<file path="config.mk">
export PLATFORM = sky130hd
export DESIGN_NAME = nfdh_level_strip_placer_flat
export DESIGN_NICKNAME = d
export VERILOG_FILES = /design/src/hdl/nlsp_pkg.sv /design/src/hdl/nlsp_req_if.sv /design/src/hdl/nlsp_rsp_if.sv /design/src/hdl/nfdh_level_strip_placer.sv /design/src/flat_wrapper.sv
export SDC_FILE = /design/constraint.sdc
export NUM_CORES = 1
export LEC_CHECK = 0
export BUFFER_PORTS_ARGS = -buffer_cell sky130_fd_sc_hd__buf_4
export CAP_MARGIN = 40
export CORE_ASPECT_RATIO = 1.25
export CORE_MARGIN = 5
export CORE_UTILIZATION = 67
export CTS_BUF_LIST = sky130_fd_sc_hd__clkbuf_8
export DETAILED_ROUTE_END_ITERATION = 10
export PLACE_DENSITY = 0.89
export SYNTH_ARGS = -nofsm -noshare
export SYNTH_HDL_FRONTEND = slang
export SYNTH_SLANG_ARGS = --single-unit
</file>
<file path="constraint.sdc">
create_clock -name clock -period 14.7 [get_ports clock]
set_clock_uncertainty 0.05 [all_clocks]
set_input_delay 2.94 -clock clock [delete_from_list [all_inputs] [get_ports clock]]
set_output_delay 2.94 -clock clock [all_outputs]
set_load 0.01 [all_outputs]
</file>
<file path="src/hdl/nlsp_pkg.sv">
// Shared constants and types for the NFDH level strip placer.
package nlsp_pkg;

   // Register port geometry: two 32-bit registers at byte addresses 0 and 4
   localparam int CSR_DATA_BITS = 32;
   localparam int CSR_ADDR_BITS = 3;
   localparam int CSR_SEL_BIT   = 2;

   // Register index as decoded from the word address
   typedef enum logic [0:0] {
      CSR_SHEET_WIDTH  = 1'b0,
      CSR_SHEET_HEIGHT = 1'b1
   } csr_reg_type;

endpackage

</file>
<file path="src/hdl/nlsp_req_if.sv">
// Input channel of the placer: one rectangle per beat.
interface nlsp_req_if #(parameter int DIM_BITS = 16);
   logic                valid;
   logic                ready;
   logic [DIM_BITS-1:0] item_width;
   logic [DIM_BITS-1:0] item_height;
   logic                sheet_start;

   modport source (output valid, output item_width, output item_height,
                   output sheet_start, input ready);
   modport sink (input valid, input item_width, input item_height,
                 input sheet_start, output ready);
endinterface

</file>
<file path="src/hdl/nlsp_rsp_if.sv">
// Result channel of the placer: one placement decision per beat.
interface nlsp_rsp_if #(parameter int DIM_BITS = 16);
   logic                valid;
   logic                ready;
   logic                placed;
   logic [DIM_BITS-1:0] pos_x;
   logic [DIM_BITS-1:0] pos_y;
   logic                turned;
   logic                level_opened;

   modport source (output valid, output placed, output pos_x, output pos_y,
                   output turned, output level_opened, input ready);
   modport sink (input valid, input placed, input pos_x, input pos_y,
                 input turned, input level_opened, output ready);
endinterface

</file>
<file path="src/hdl/nfdh_level_strip_placer.sv">
// A rectangle passes the input register and then the result register before its result beat shows.
// Throughput: one rectangle per cycle unless the result side stalls; the fit
//   decision and level update sit between input and result registers; the level
//   state is written in the same cycle; the next one sees it without a bubble.
// Reset (synchronous, active high) clears both valid flags, the level state
//   and the sheet size registers.
module nfdh_level_strip_placer #(
   parameter int DIM_BITS = 16
) (
   input  logic                                clock,
   input  logic                                reset,
   nlsp_req_if.sink                            req_bus,
   nlsp_rsp_if.source                          rsp_bus,
   input  logic                                csr_psel,
   input  logic                                csr_penable,
   input  logic                                csr_pwrite,
   input  logic [nlsp_pkg::CSR_ADDR_BITS-1:0]  csr_paddr,
   input  logic [nlsp_pkg::CSR_DATA_BITS-1:0]  csr_pwdata,
   output logic [nlsp_pkg::CSR_DATA_BITS-1:0]  csr_prdata,
   output logic                                csr_pready
);

   localparam logic [DIM_BITS-1:0] DIM_MAX = '1;

   // Sheet size registers
   logic [DIM_BITS-1:0] sheet_w_ff, sheet_h_ff;
   nlsp_pkg::csr_reg_type csr_sel;
   logic csr_wr;

   // Input stage
   logic                s1_v_ff, s1_v_in;
   logic [DIM_BITS-1:0] s1_w_ff, s1_h_ff;
   logic                s1_start_ff;
   logic                s1_go;

   // Level state
   logic [DIM_BITS-1:0] lvl_x_ff, lvl_y_ff, lvl_h_ff, lvl_room_ff;
   logic [DIM_BITS-1:0] lvl_x_in, lvl_y_in, lvl_h_in, lvl_room_in;

   // Result stage
   logic                out_v_ff, out_v_in;
   logic                out_placed_ff, out_placed_in;
   logic [DIM_BITS-1:0] out_x_ff, out_x_in, out_y_ff, out_y_in;
   logic                out_turned_ff, out_turned_in;
   logic                out_opened_ff, out_opened_in;

   // Register port: always ready, write on the access phase
   assign csr_pready = 1'b1;
   assign csr_wr     = csr_psel && csr_penable && csr_pwrite;
   assign csr_sel    = nlsp_pkg::csr_reg_type'(csr_paddr[nlsp_pkg::CSR_SEL_BIT]);

   always_ff @(posedge clock) begin
      if (reset) begin
         sheet_w_ff <= '0;
         sheet_h_ff <= '0;
      end else if (csr_wr) begin
         unique case (csr_sel)
            nlsp_pkg::CSR_SHEET_WIDTH:  sheet_w_ff <= csr_pwdata[DIM_BITS-1:0];
            nlsp_pkg::CSR_SHEET_HEIGHT: sheet_h_ff <= csr_pwdata[DIM_BITS-1:0];
         endcase
      end
   end

   always_comb begin
      unique case (csr_sel)
         nlsp_pkg::CSR_SHEET_WIDTH:
            csr_prdata = nlsp_pkg::CSR_DATA_BITS'(sheet_w_ff);
         nlsp_pkg::CSR_SHEET_HEIGHT:
            csr_prdata = nlsp_pkg::CSR_DATA_BITS'(sheet_h_ff);
      endcase
   end

   // Pipeline flow: result register frees up, input stage moves forward
   assign s1_go         = !out_v_ff || rsp_bus.ready;
   assign req_bus.ready = !s1_v_ff || s1_go;
   assign s1_v_in       = req_bus.ready ? req_bus.valid : s1_v_ff;
   assign out_v_in      = s1_go ? s1_v_ff : out_v_ff;

   always_ff @(posedge clock) begin
      if (reset) begin
         s1_v_ff  <= 1'b0;
         out_v_ff <= 1'b0;
      end else begin
         s1_v_ff  <= s1_v_in;
         out_v_ff <= out_v_in;
      end
   end

   // Input register payload
   always_ff @(posedge clock) begin
      if (req_bus.valid && req_bus.ready) begin
         s1_w_ff     <= req_bus.item_width;
         s1_h_ff     <= req_bus.item_height;
         s1_start_ff <= req_bus.sheet_start;
      end
   end

   // Fit decision: current level, then one freshly opened level
   always_comb begin
      logic [DIM_BITS-1:0] b_x, b_y, b_h, b_room;
      logic [DIM_BITS:0]   x_sum, y_sum;
      logic [DIM_BITS-1:0] n_y, n_h;
      logic                fit_a, fit_b, fit_c, fit_d;
      logic [DIM_BITS-1:0] pw, ph;

      // Starting state, optionally reset to an empty level at the origin
      if (s1_start_ff) begin
         b_x    = '0;
         b_y    = '0;
         b_h    = sheet_h_ff;
         b_room = sheet_w_ff;
      end else begin
         b_x    = lvl_x_ff;
         b_y    = lvl_y_ff;
         b_h    = lvl_h_ff;
         b_room = lvl_room_ff;
      end

      fit_a = (s1_w_ff <= b_room) && (s1_h_ff <= b_h);
      fit_b = (s1_h_ff <= b_room) && (s1_w_ff <= b_h);

      // Next level above the current one, y saturated at the top code
      y_sum = {1'b0, b_y} + {1'b0, b_h};
      n_y   = y_sum[DIM_BITS] ? DIM_MAX : y_sum[DIM_BITS-1:0];
      n_h   = (n_y > sheet_h_ff) ? '0 : sheet_h_ff - n_y;
      fit_c = (s1_w_ff <= sheet_w_ff) && (s1_h_ff <= n_h);
      fit_d = (s1_h_ff <= sheet_w_ff) && (s1_w_ff <= n_h);

      out_placed_in = 1'b0;
      out_x_in      = '0;
      out_y_in      = '0;
      out_turned_in = 1'b0;
      out_opened_in = 1'b0;
      lvl_x_in      = b_x;
      lvl_y_in      = b_y;
      lvl_h_in      = b_h;
      lvl_room_in   = b_room;

      if (fit_a || fit_b) begin
         pw            = fit_a ? s1_w_ff : s1_h_ff;
         ph            = fit_a ? s1_h_ff : s1_w_ff;
         out_placed_in = 1'b1;
         out_turned_in = !fit_a;
         out_x_in      = b_x;
         out_y_in      = b_y;
         x_sum         = {1'b0, b_x} + {1'b0, pw};
         lvl_x_in      = x_sum[DIM_BITS] ? DIM_MAX : x_sum[DIM_BITS-1:0];
         lvl_room_in   = b_room - pw;
         if (b_x == '0) begin
            lvl_h_in = ph;
         end
      end else begin
         pw    = fit_c ? s1_w_ff : s1_h_ff;
         ph    = fit_c ? s1_h_ff : s1_w_ff;
         x_sum = '0;
         // Only a level that holds something is closed
         if (b_x != '0) begin
            out_opened_in = 1'b1;
            lvl_x_in      = '0;
            lvl_y_in      = n_y;
            lvl_h_in      = n_h;
            lvl_room_in   = sheet_w_ff;
            if (fit_c || fit_d) begin
               out_placed_in = 1'b1;
               out_turned_in = !fit_c;
               out_y_in      = n_y;
               lvl_x_in      = pw;
               lvl_h_in      = ph;
               lvl_room_in   = sheet_w_ff - pw;
            end
         end
      end
   end

   // Level state advances with each item that leaves the input stage
   always_ff @(posedge clock) begin
      if (reset) begin
         lvl_x_ff    <= '0;
         lvl_y_ff    <= '0;
         lvl_h_ff    <= '0;
         lvl_room_ff <= '0;
      end else if (s1_v_ff && s1_go) begin
         lvl_x_ff    <= lvl_x_in;
         lvl_y_ff    <= lvl_y_in;
         lvl_h_ff    <= lvl_h_in;
         lvl_room_ff <= lvl_room_in;
      end
   end

   // Result register payload
   always_ff @(posedge clock) begin
      if (s1_v_ff && s1_go) begin
         out_placed_ff <= out_placed_in;
         out_x_ff      <= out_x_in;
         out_y_ff      <= out_y_in;
         out_turned_ff <= out_turned_in;
         out_opened_ff <= out_opened_in;
      end
   end

   assign rsp_bus.valid        = out_v_ff;
   assign rsp_bus.placed       = out_placed_ff;
   assign rsp_bus.pos_x        = out_x_ff;
   assign rsp_bus.pos_y        = out_y_ff;
   assign rsp_bus.turned       = out_turned_ff;
   assign rsp_bus.level_opened = out_opened_ff;

endmodule

</file>
<file path="src/flat_wrapper.sv">
// flat-port wrapper written by rule: the top's interface ports become plain ports
module nfdh_level_strip_placer_flat 
#(
   parameter int DIM_BITS = 16
)
  (clock, reset, csr_psel, csr_penable, csr_pwrite, csr_paddr, csr_pwdata, csr_prdata, csr_pready, req_bus_valid, req_bus_item_width, req_bus_item_height, req_bus_sheet_start, req_bus_ready, rsp_bus_valid, rsp_bus_placed, rsp_bus_pos_x, rsp_bus_pos_y, rsp_bus_turned, rsp_bus_level_opened, rsp_bus_ready);
  nlsp_req_if #(.DIM_BITS(DIM_BITS)) req_bus_i ();
  nlsp_rsp_if #(.DIM_BITS(DIM_BITS)) rsp_bus_i ();
  input  logic clock;
  input  logic reset;
  input  logic csr_psel;
  input  logic csr_penable;
  input  logic csr_pwrite;
  input  logic [nlsp_pkg::CSR_ADDR_BITS-1:0] csr_paddr;
  input  logic [nlsp_pkg::CSR_DATA_BITS-1:0] csr_pwdata;
  output logic [nlsp_pkg::CSR_DATA_BITS-1:0] csr_prdata;
  output logic csr_pready;
  input wire logic [$bits(req_bus_i.valid)-1:0] req_bus_valid;
  input wire logic [$bits(req_bus_i.item_width)-1:0] req_bus_item_width;
  input wire logic [$bits(req_bus_i.item_height)-1:0] req_bus_item_height;
  input wire logic [$bits(req_bus_i.sheet_start)-1:0] req_bus_sheet_start;
  output wire logic [$bits(req_bus_i.ready)-1:0] req_bus_ready;
  output wire logic [$bits(rsp_bus_i.valid)-1:0] rsp_bus_valid;
  output wire logic [$bits(rsp_bus_i.placed)-1:0] rsp_bus_placed;
  output wire logic [$bits(rsp_bus_i.pos_x)-1:0] rsp_bus_pos_x;
  output wire logic [$bits(rsp_bus_i.pos_y)-1:0] rsp_bus_pos_y;
  output wire logic [$bits(rsp_bus_i.turned)-1:0] rsp_bus_turned;
  output wire logic [$bits(rsp_bus_i.level_opened)-1:0] rsp_bus_level_opened;
  input wire logic [$bits(rsp_bus_i.ready)-1:0] rsp_bus_ready;
  assign req_bus_i.valid = req_bus_valid;
  assign req_bus_i.item_width = req_bus_item_width;
  assign req_bus_i.item_height = req_bus_item_height;
  assign req_bus_i.sheet_start = req_bus_sheet_start;
  assign req_bus_ready = req_bus_i.ready;
  assign rsp_bus_valid = rsp_bus_i.valid;
  assign rsp_bus_placed = rsp_bus_i.placed;
  assign rsp_bus_pos_x = rsp_bus_i.pos_x;
  assign rsp_bus_pos_y = rsp_bus_i.pos_y;
  assign rsp_bus_turned = rsp_bus_i.turned;
  assign rsp_bus_level_opened = rsp_bus_i.level_opened;
  assign rsp_bus_i.ready = rsp_bus_ready;
  nfdh_level_strip_placer #(.DIM_BITS(DIM_BITS)) u_core (.clock(clock), .reset(reset), .req_bus(req_bus_i), .rsp_bus(rsp_bus_i), .csr_psel(csr_psel), .csr_penable(csr_penable), .csr_pwrite(csr_pwrite), .csr_paddr(csr_paddr), .csr_pwdata(csr_pwdata), .csr_prdata(csr_prdata), .csr_pready(csr_pready));
endmodule
</file>
# Yosys cells after proc, flatten, opt, wreduce, memory -nomap -nowiden
# Index checks and enable logic that the tools add are counted.
[classes] add_sub_neg=5 magnitude_cmp=9 muxes=33 bitwise_logic=1 n_reduce_logical=20
[ops] cell="$mux 16" count=26
[ops] cell="$le 16x16->1" count=8
[ops] cell="$pmux 32 s2" count=1
[ops] cell="$sub 16x16->16" count=3
[ops] cell="$add 16x16->17" count=2
[ops] cell="$gt 16x16->1" count=1
[ops] cell="$logic_not 16->1" count=1
[ops] cell="$reduce_bool 16->1" count=1
[ops] cell="$logic_and 1x1->1" count=8
[ops] cell="$mux 1" count=6
[ops] cell="$logic_not 1->1" count=4
[ops] cell="$logic_or 1x1->1" count=4
[ops] cell="$reduce_and 2->1" count=2
[ops] cell="$not 1->1" count=1
[totals] register_bits=166 inputBits=75 out_inout_bits=70 word_cells=84

# Depth between registers and ports, before layout
[depth] depth_word=12 depth_mapped=46 ltp_nobuf=41

# Worst setup path after synthesis
# OpenSTA, ideal clock, no wires.
[synth_path] kind="reg2reg" from="reg u_core.s1_start_ff" to="reg u_core.lvl_room_ff[14]" setup_ns=0.117 arrival_time_ns=9.830 required_ns=14.533 setup_slack_ns=4.703 path_stages_with_launch=45 path_buffers=8 cell_sequence="edfxtp_1 -> buf_2 -> buf_1 -> buf_1 -> mux2i_1 -> inv_1 -> ha_1 -> nand2_1 -> o21ai_0 -> o21bai_1 -> a21oi_1 -> o21ai_1 -> clkbuf_1 -> nor2_1 -> ha_1 -> clkbuf_1 -> and3_1 -> and2_1 -> [9 not listed] -> or4_1 -> a21oi_2 -> clkbuf_1 -> nand2_1 -> o21ai_0 -> ha_1 -> inv_1 -> fa_1 -> a21o_1 -> a21oi_1 -> o21ai_0 -> a41oi_1 -> o21ai_0 -> a21o_1 -> a21oi_1 -> xor2_1 -> o211ai_1 -> a32o_1"
[synth_between] elab_chain_len=12
[synth_lines] element="start: declaration" line_no="nfdh_level_strip_placer.sv:33" text="logic s1_start_ff;"
[synth_lines] element="start signal: assignment" line_no="nfdh_level_strip_placer.sv:94" text="s1_start_ff <= req_bus.sheet_start;"
[synth_lines] element="$mux 16" line_no="nfdh_level_strip_placer.sv:107" text="if (s1_start_ff) begin"
[synth_lines] element="$add 16x16->17" line_no="nfdh_level_strip_placer.sv:123" text="y_sum = {1'b0, b_y} + {1'b0, b_h};"
[synth_lines] element="$mux 16" line_no="nfdh_level_strip_placer.sv:124" text="n_y = y_sum[DIM_BITS] ? DIM_MAX : y_sum[DIM_BITS-1:0];"
[synth_lines] element="$sub 16x16->16 or $gt 16x16->1 (tied branches)" line_no="nfdh_level_strip_placer.sv:125" text="n_h = (n_y > sheet_h_ff) ? '0 : sheet_h_ff - n_y;"
[synth_lines] element="$mux 16" line_no="nfdh_level_strip_placer.sv:125"
[synth_lines] element="$le 16x16->1" line_no="nfdh_level_strip_placer.sv:126" text="fit_c = (s1_w_ff <= sheet_w_ff) && (s1_h_ff <= n_h);"
[synth_lines] element="$logic_and 1x1->1" line_no="nfdh_level_strip_placer.sv:126"
[synth_lines] element="$mux 16" line_no="nfdh_level_strip_placer.sv:153" text="pw = fit_c ? s1_w_ff : s1_h_ff;"
[synth_lines] element="$sub 16x16->16" line_no="nfdh_level_strip_placer.sv:169" text="lvl_room_in = sheet_w_ff - pw;"
[synth_lines] element="$mux 16" line_no="nfdh_level_strip_placer.sv:163" text="if (fit_c || fit_d) begin"
[synth_lines] element="$mux 16" line_no="nfdh_level_strip_placer.sv:157" text="if (b_x != '0) begin"
[synth_lines] element="$mux 16 *" line_no="nfdh_level_strip_placer.sv:139" text="if (fit_a || fit_b) begin"
[synth_lines] element="end signal: assignment" line_no="nfdh_level_strip_placer.sv:186" text="lvl_room_ff <= lvl_room_in;"
[synth_lines] element="end: declaration" line_no="nfdh_level_strip_placer.sv:37" text="logic [DIM_BITS-1:0] lvl_x_ff, lvl_y_ff, lvl_h_ff, lvl_room_ff;"
# Mark *: on every way between the ends. The rest lies on a longest branch, timed or not.
# A chain may end at the register's enable or synchronous reset.

# Final worst setup path
# Ends and elaborated chain as after synthesis.

==> impl_metrics.toml <==
[routing]
drtIter0Drc = 1826
via_count = 14700
drc = 0
drt_first_pass_iters = 10
final_antenna_net_count = 0
wl_per_cell_um = 24.1
vias_per_cell = 6.82
wl_um = 52000

[timing]
hold_viol_final = 0
max_slew.worst_pin.slew_ns = 1.09
max_freq_ghz = 0.0894
rsz0062_at_grt = "no"
setup_tns_ns = 0
maxSlewViolCount = 0
period_share_pct = 76.1
fin_crit_ns = 11.19
setup_violations = 0
hold_slack_ns = 0.422
maxSlewHeadroom_pct = 27.6

[logic_synthesis]
synth_enable_flop_cells = 68
async_flop_share_pct = 0
ys_seq_area_share_pct = 27.0
avgSynthCellArea_sq_um = 8.29
syn_area_sq_mm = 0.0148
ys_seq_elements = 166
ys_warn_count = 0
synth_cell_types = 73
synth_flop_cell = "dfxtp_1"
synth_cells = 1787

[clock_network]
cts_tree = "done"
clkLatencyLatePin_ns = 0.50
cts_hold_buf = 0
cts_buffers = 17
clockRootBuffer = "clkbuf_8"
clk_pin_slew_ns = 0.13
cts_setup_buffers = 0
htreeDepth = 4
cts.sinks = 166
clock_path_buffers = 2
post_cts_resized = 0

[setup_path]
critPathCaptureType = "register"
crit_start = "u_core.s1_start_ff"
crit_end = "u_core.lvl_room_ff[14]"
worst-path-buf-inv = 4
cp_common_cell = "a21oi_1"
worstPathArrival_ns = 11.55
criticalPathCategory = "reg -> reg"
crit_family = "compound AO/OA/AOI/OAI gates"
cp_max_fo = 49
cp-start-kind = "register"
r2r-end = "u_core.lvl_room_ff[14]"
r2r-start = "u_core.s1_start_ff"
r2r_cells = 39
r2r_setup_slack_ns = 3.51
cp_data_required_time_ns = 15.06
slowest_stage = "a221oi_1"
worst-path-stages = 39
slowest_delay_ns = 0.92

[outcome]
status = "complete, no violations"

[power]
pwr-share-clk_pct = 21.6
combPwrFrac_pct = 46.7
peakVddDrop_v = 0.0000861
seq_power_share_pct = 31.7
switchingPower_w = 0.000762
p_per_area_mw_per_mm2 = 104
leakage_nw = 7.01
switching_share_pct = 44.8
p_int_w = 0.000938

[floorplanning]
rows = 60
fp.dieW_um = 143
start_util_pct = 68.5
core_sq_mm = 0.0216
die-area_sq_mm = 0.0252
die_y_um = 176
pin_count = 145

[global_routing]
grt_pass1_vias = 14300
grt.overflow.total = 0
track_usage_pct = 40.4
antenna_found_initial = 0
grt_max_degree = 64
grt_pass1_wl_um = 78200

[placement]
portBuffers = 109
gp_congestion = 0.986
dp_cells = 2128
dp_hpwl_um = 38500

[layout]
area_delta_synth_final_pct = 10.3
layout_commonest_cell = "nand2_1"
drive_above_1_share_pct = 11.7
finalNonFillerCells = 2160
final_nets = 2153
antenna_cells = 0
final_cell_mix = "210 x nand2_1, 205 x ha_1, 156 x a21oi_1"

[run]
cap_violations = 0

[min_path]
worst_hold_path_type = "reg -> reg"
-- cell type report --
cell class / instances / area, sq um
Clock inverter: 15 / 199
Timing Repair Buffer: 141 / 1100
Sequential cell: 166 / 4000
Multi-Input combinational cell: 1448 / 10100
Inverter: 94 / 354
Fill cell: 1656 / 5290
Tap cell: 279 / 349
Clock buffer: 17 / 234
-- power groups by stage --
stage | registers, W | clock network (W) | logic [W]
2_1_floorplan | 0.000538 | 0 | 0.000550
3_3_place_gp | 0.000546 | 0 | 0.000737
3_5_place_dp | 0.000547 | 0 | 0.000761
4_1_cts | 0.000537 | 0.000364 | 0.000769
5_1_grt | 0.000540 | 0.000386 | 0.000856
6_report | 0.000540 | 0.000366 | 0.000794
-- synthesized netlist by cell type, drive strengths merged (6+ instances only) --
master / count / area share (%)
nand2: 210 / 5.3
ha: 205 / 17
a21oi: 157 / 5.3
nor2: 141 / 3.6
o21ai: 105 / 3.6
dfxtp: 98 / 13
inv: 93 / 2.4
edfxtp: 68 / 14
clkbuf: 61 / 1.5
mux2i: 54 / 3.6
xnor2: 45 / 2.7
nor2b: 44 / 1.9
a211oi: 42 / 2.1
a21o: 35 / 1.8
buf: 33 / 1.4
nand3: 32 / 1.1
nand4: 30 / 1.3
mux2: 29 / 2.2
and2: 24 / 1.0
nor3: 24 / 0.81
o211ai: 24 / 1.2
xor2: 24 / 1.4
a31oi: 16 / 0.68
o21a: 15 / 0.76
a221oi: 13 / 0.77
nand2b: 12 / 0.51
a311oi: 11 / 0.65
o21bai: 10 / 0.51
a221o: 9 / 0.61
o22ai: 8 / 0.34
a211o: 7 / 0.41
and3: 7 / 0.30
or2: 7 / 0.30
or4: 7 / 0.35
nor4: 6 / 0.35
-- worst min-delay path by stage --
stage                                start                      to  slack, ns  depth (start not counted)
global placement    u_core.lvl_room_ff[15]  u_core.lvl_room_ff[15]       0.39                          2
CTS                 u_core.lvl_room_ff[15]  u_core.lvl_room_ff[15]       0.42                          2
global route            u_core.lvl_h_ff[2]      u_core.lvl_h_ff[2]       0.45                          1
detailed placement  u_core.lvl_room_ff[15]  u_core.lvl_room_ff[15]       0.40                          2
floorplan           u_core.lvl_room_ff[15]  u_core.lvl_room_ff[15]       0.37                          2
finish              u_core.lvl_room_ff[15]  u_core.lvl_room_ff[15]       0.42                          2
-- worst reg2reg max path, delay by kind of cell (launching register included) --
kind	cells	cell delay, ns
AOI/OAI and AO/OA	19	4.90
buffers and inverters	4	1.20
DFF	1	0.35
adders and majority gates	6	1.95
xor gates and xnor gates	2	0.46
muxes	1	0.46
and+or+nand+nor	7	1.76
-- metrics by stage --
step	utilization (%)	setup WS, ns	power [W]	instance area [sq um]
finish	75.5	3.51	0.00170	16300
global route	75.5	3.12	0.00178	16300
global placement	73.1	3.78	0.00128	15800
floorplan	-	4.70	0.00109	14900
detailed placement	73.5	3.84	0.00131	15900
CTS	75.5	3.79	0.00167	16300
-- cells by family (layout without fill, tap and decap cells) --
logic type,after synthesis,in the layout,synth area share [%]
XOR/XNOR,69,69,4.08
flip-flops,166,166,27.0
AO/OA/AOI/OAI,514,514,22.4
adder cells (fa/ha/maj),211,211,18.1
other,2,17,0.0507
multiplexers,83,83,5.85
buffers and inverters,188,267,5.30
AND/OR/NAND/NOR,554,554,17.2
-- layer usage --
metal	GRT usage [%]	wire (um)	vias up
met1	47.5	18400	6807
met4	32.3	5000	0
met3	8.05	5410	275
li1	-	-	6691
met2	63.6	23300	960
met5	0	0	-
(Power assumes the default switching activity.)
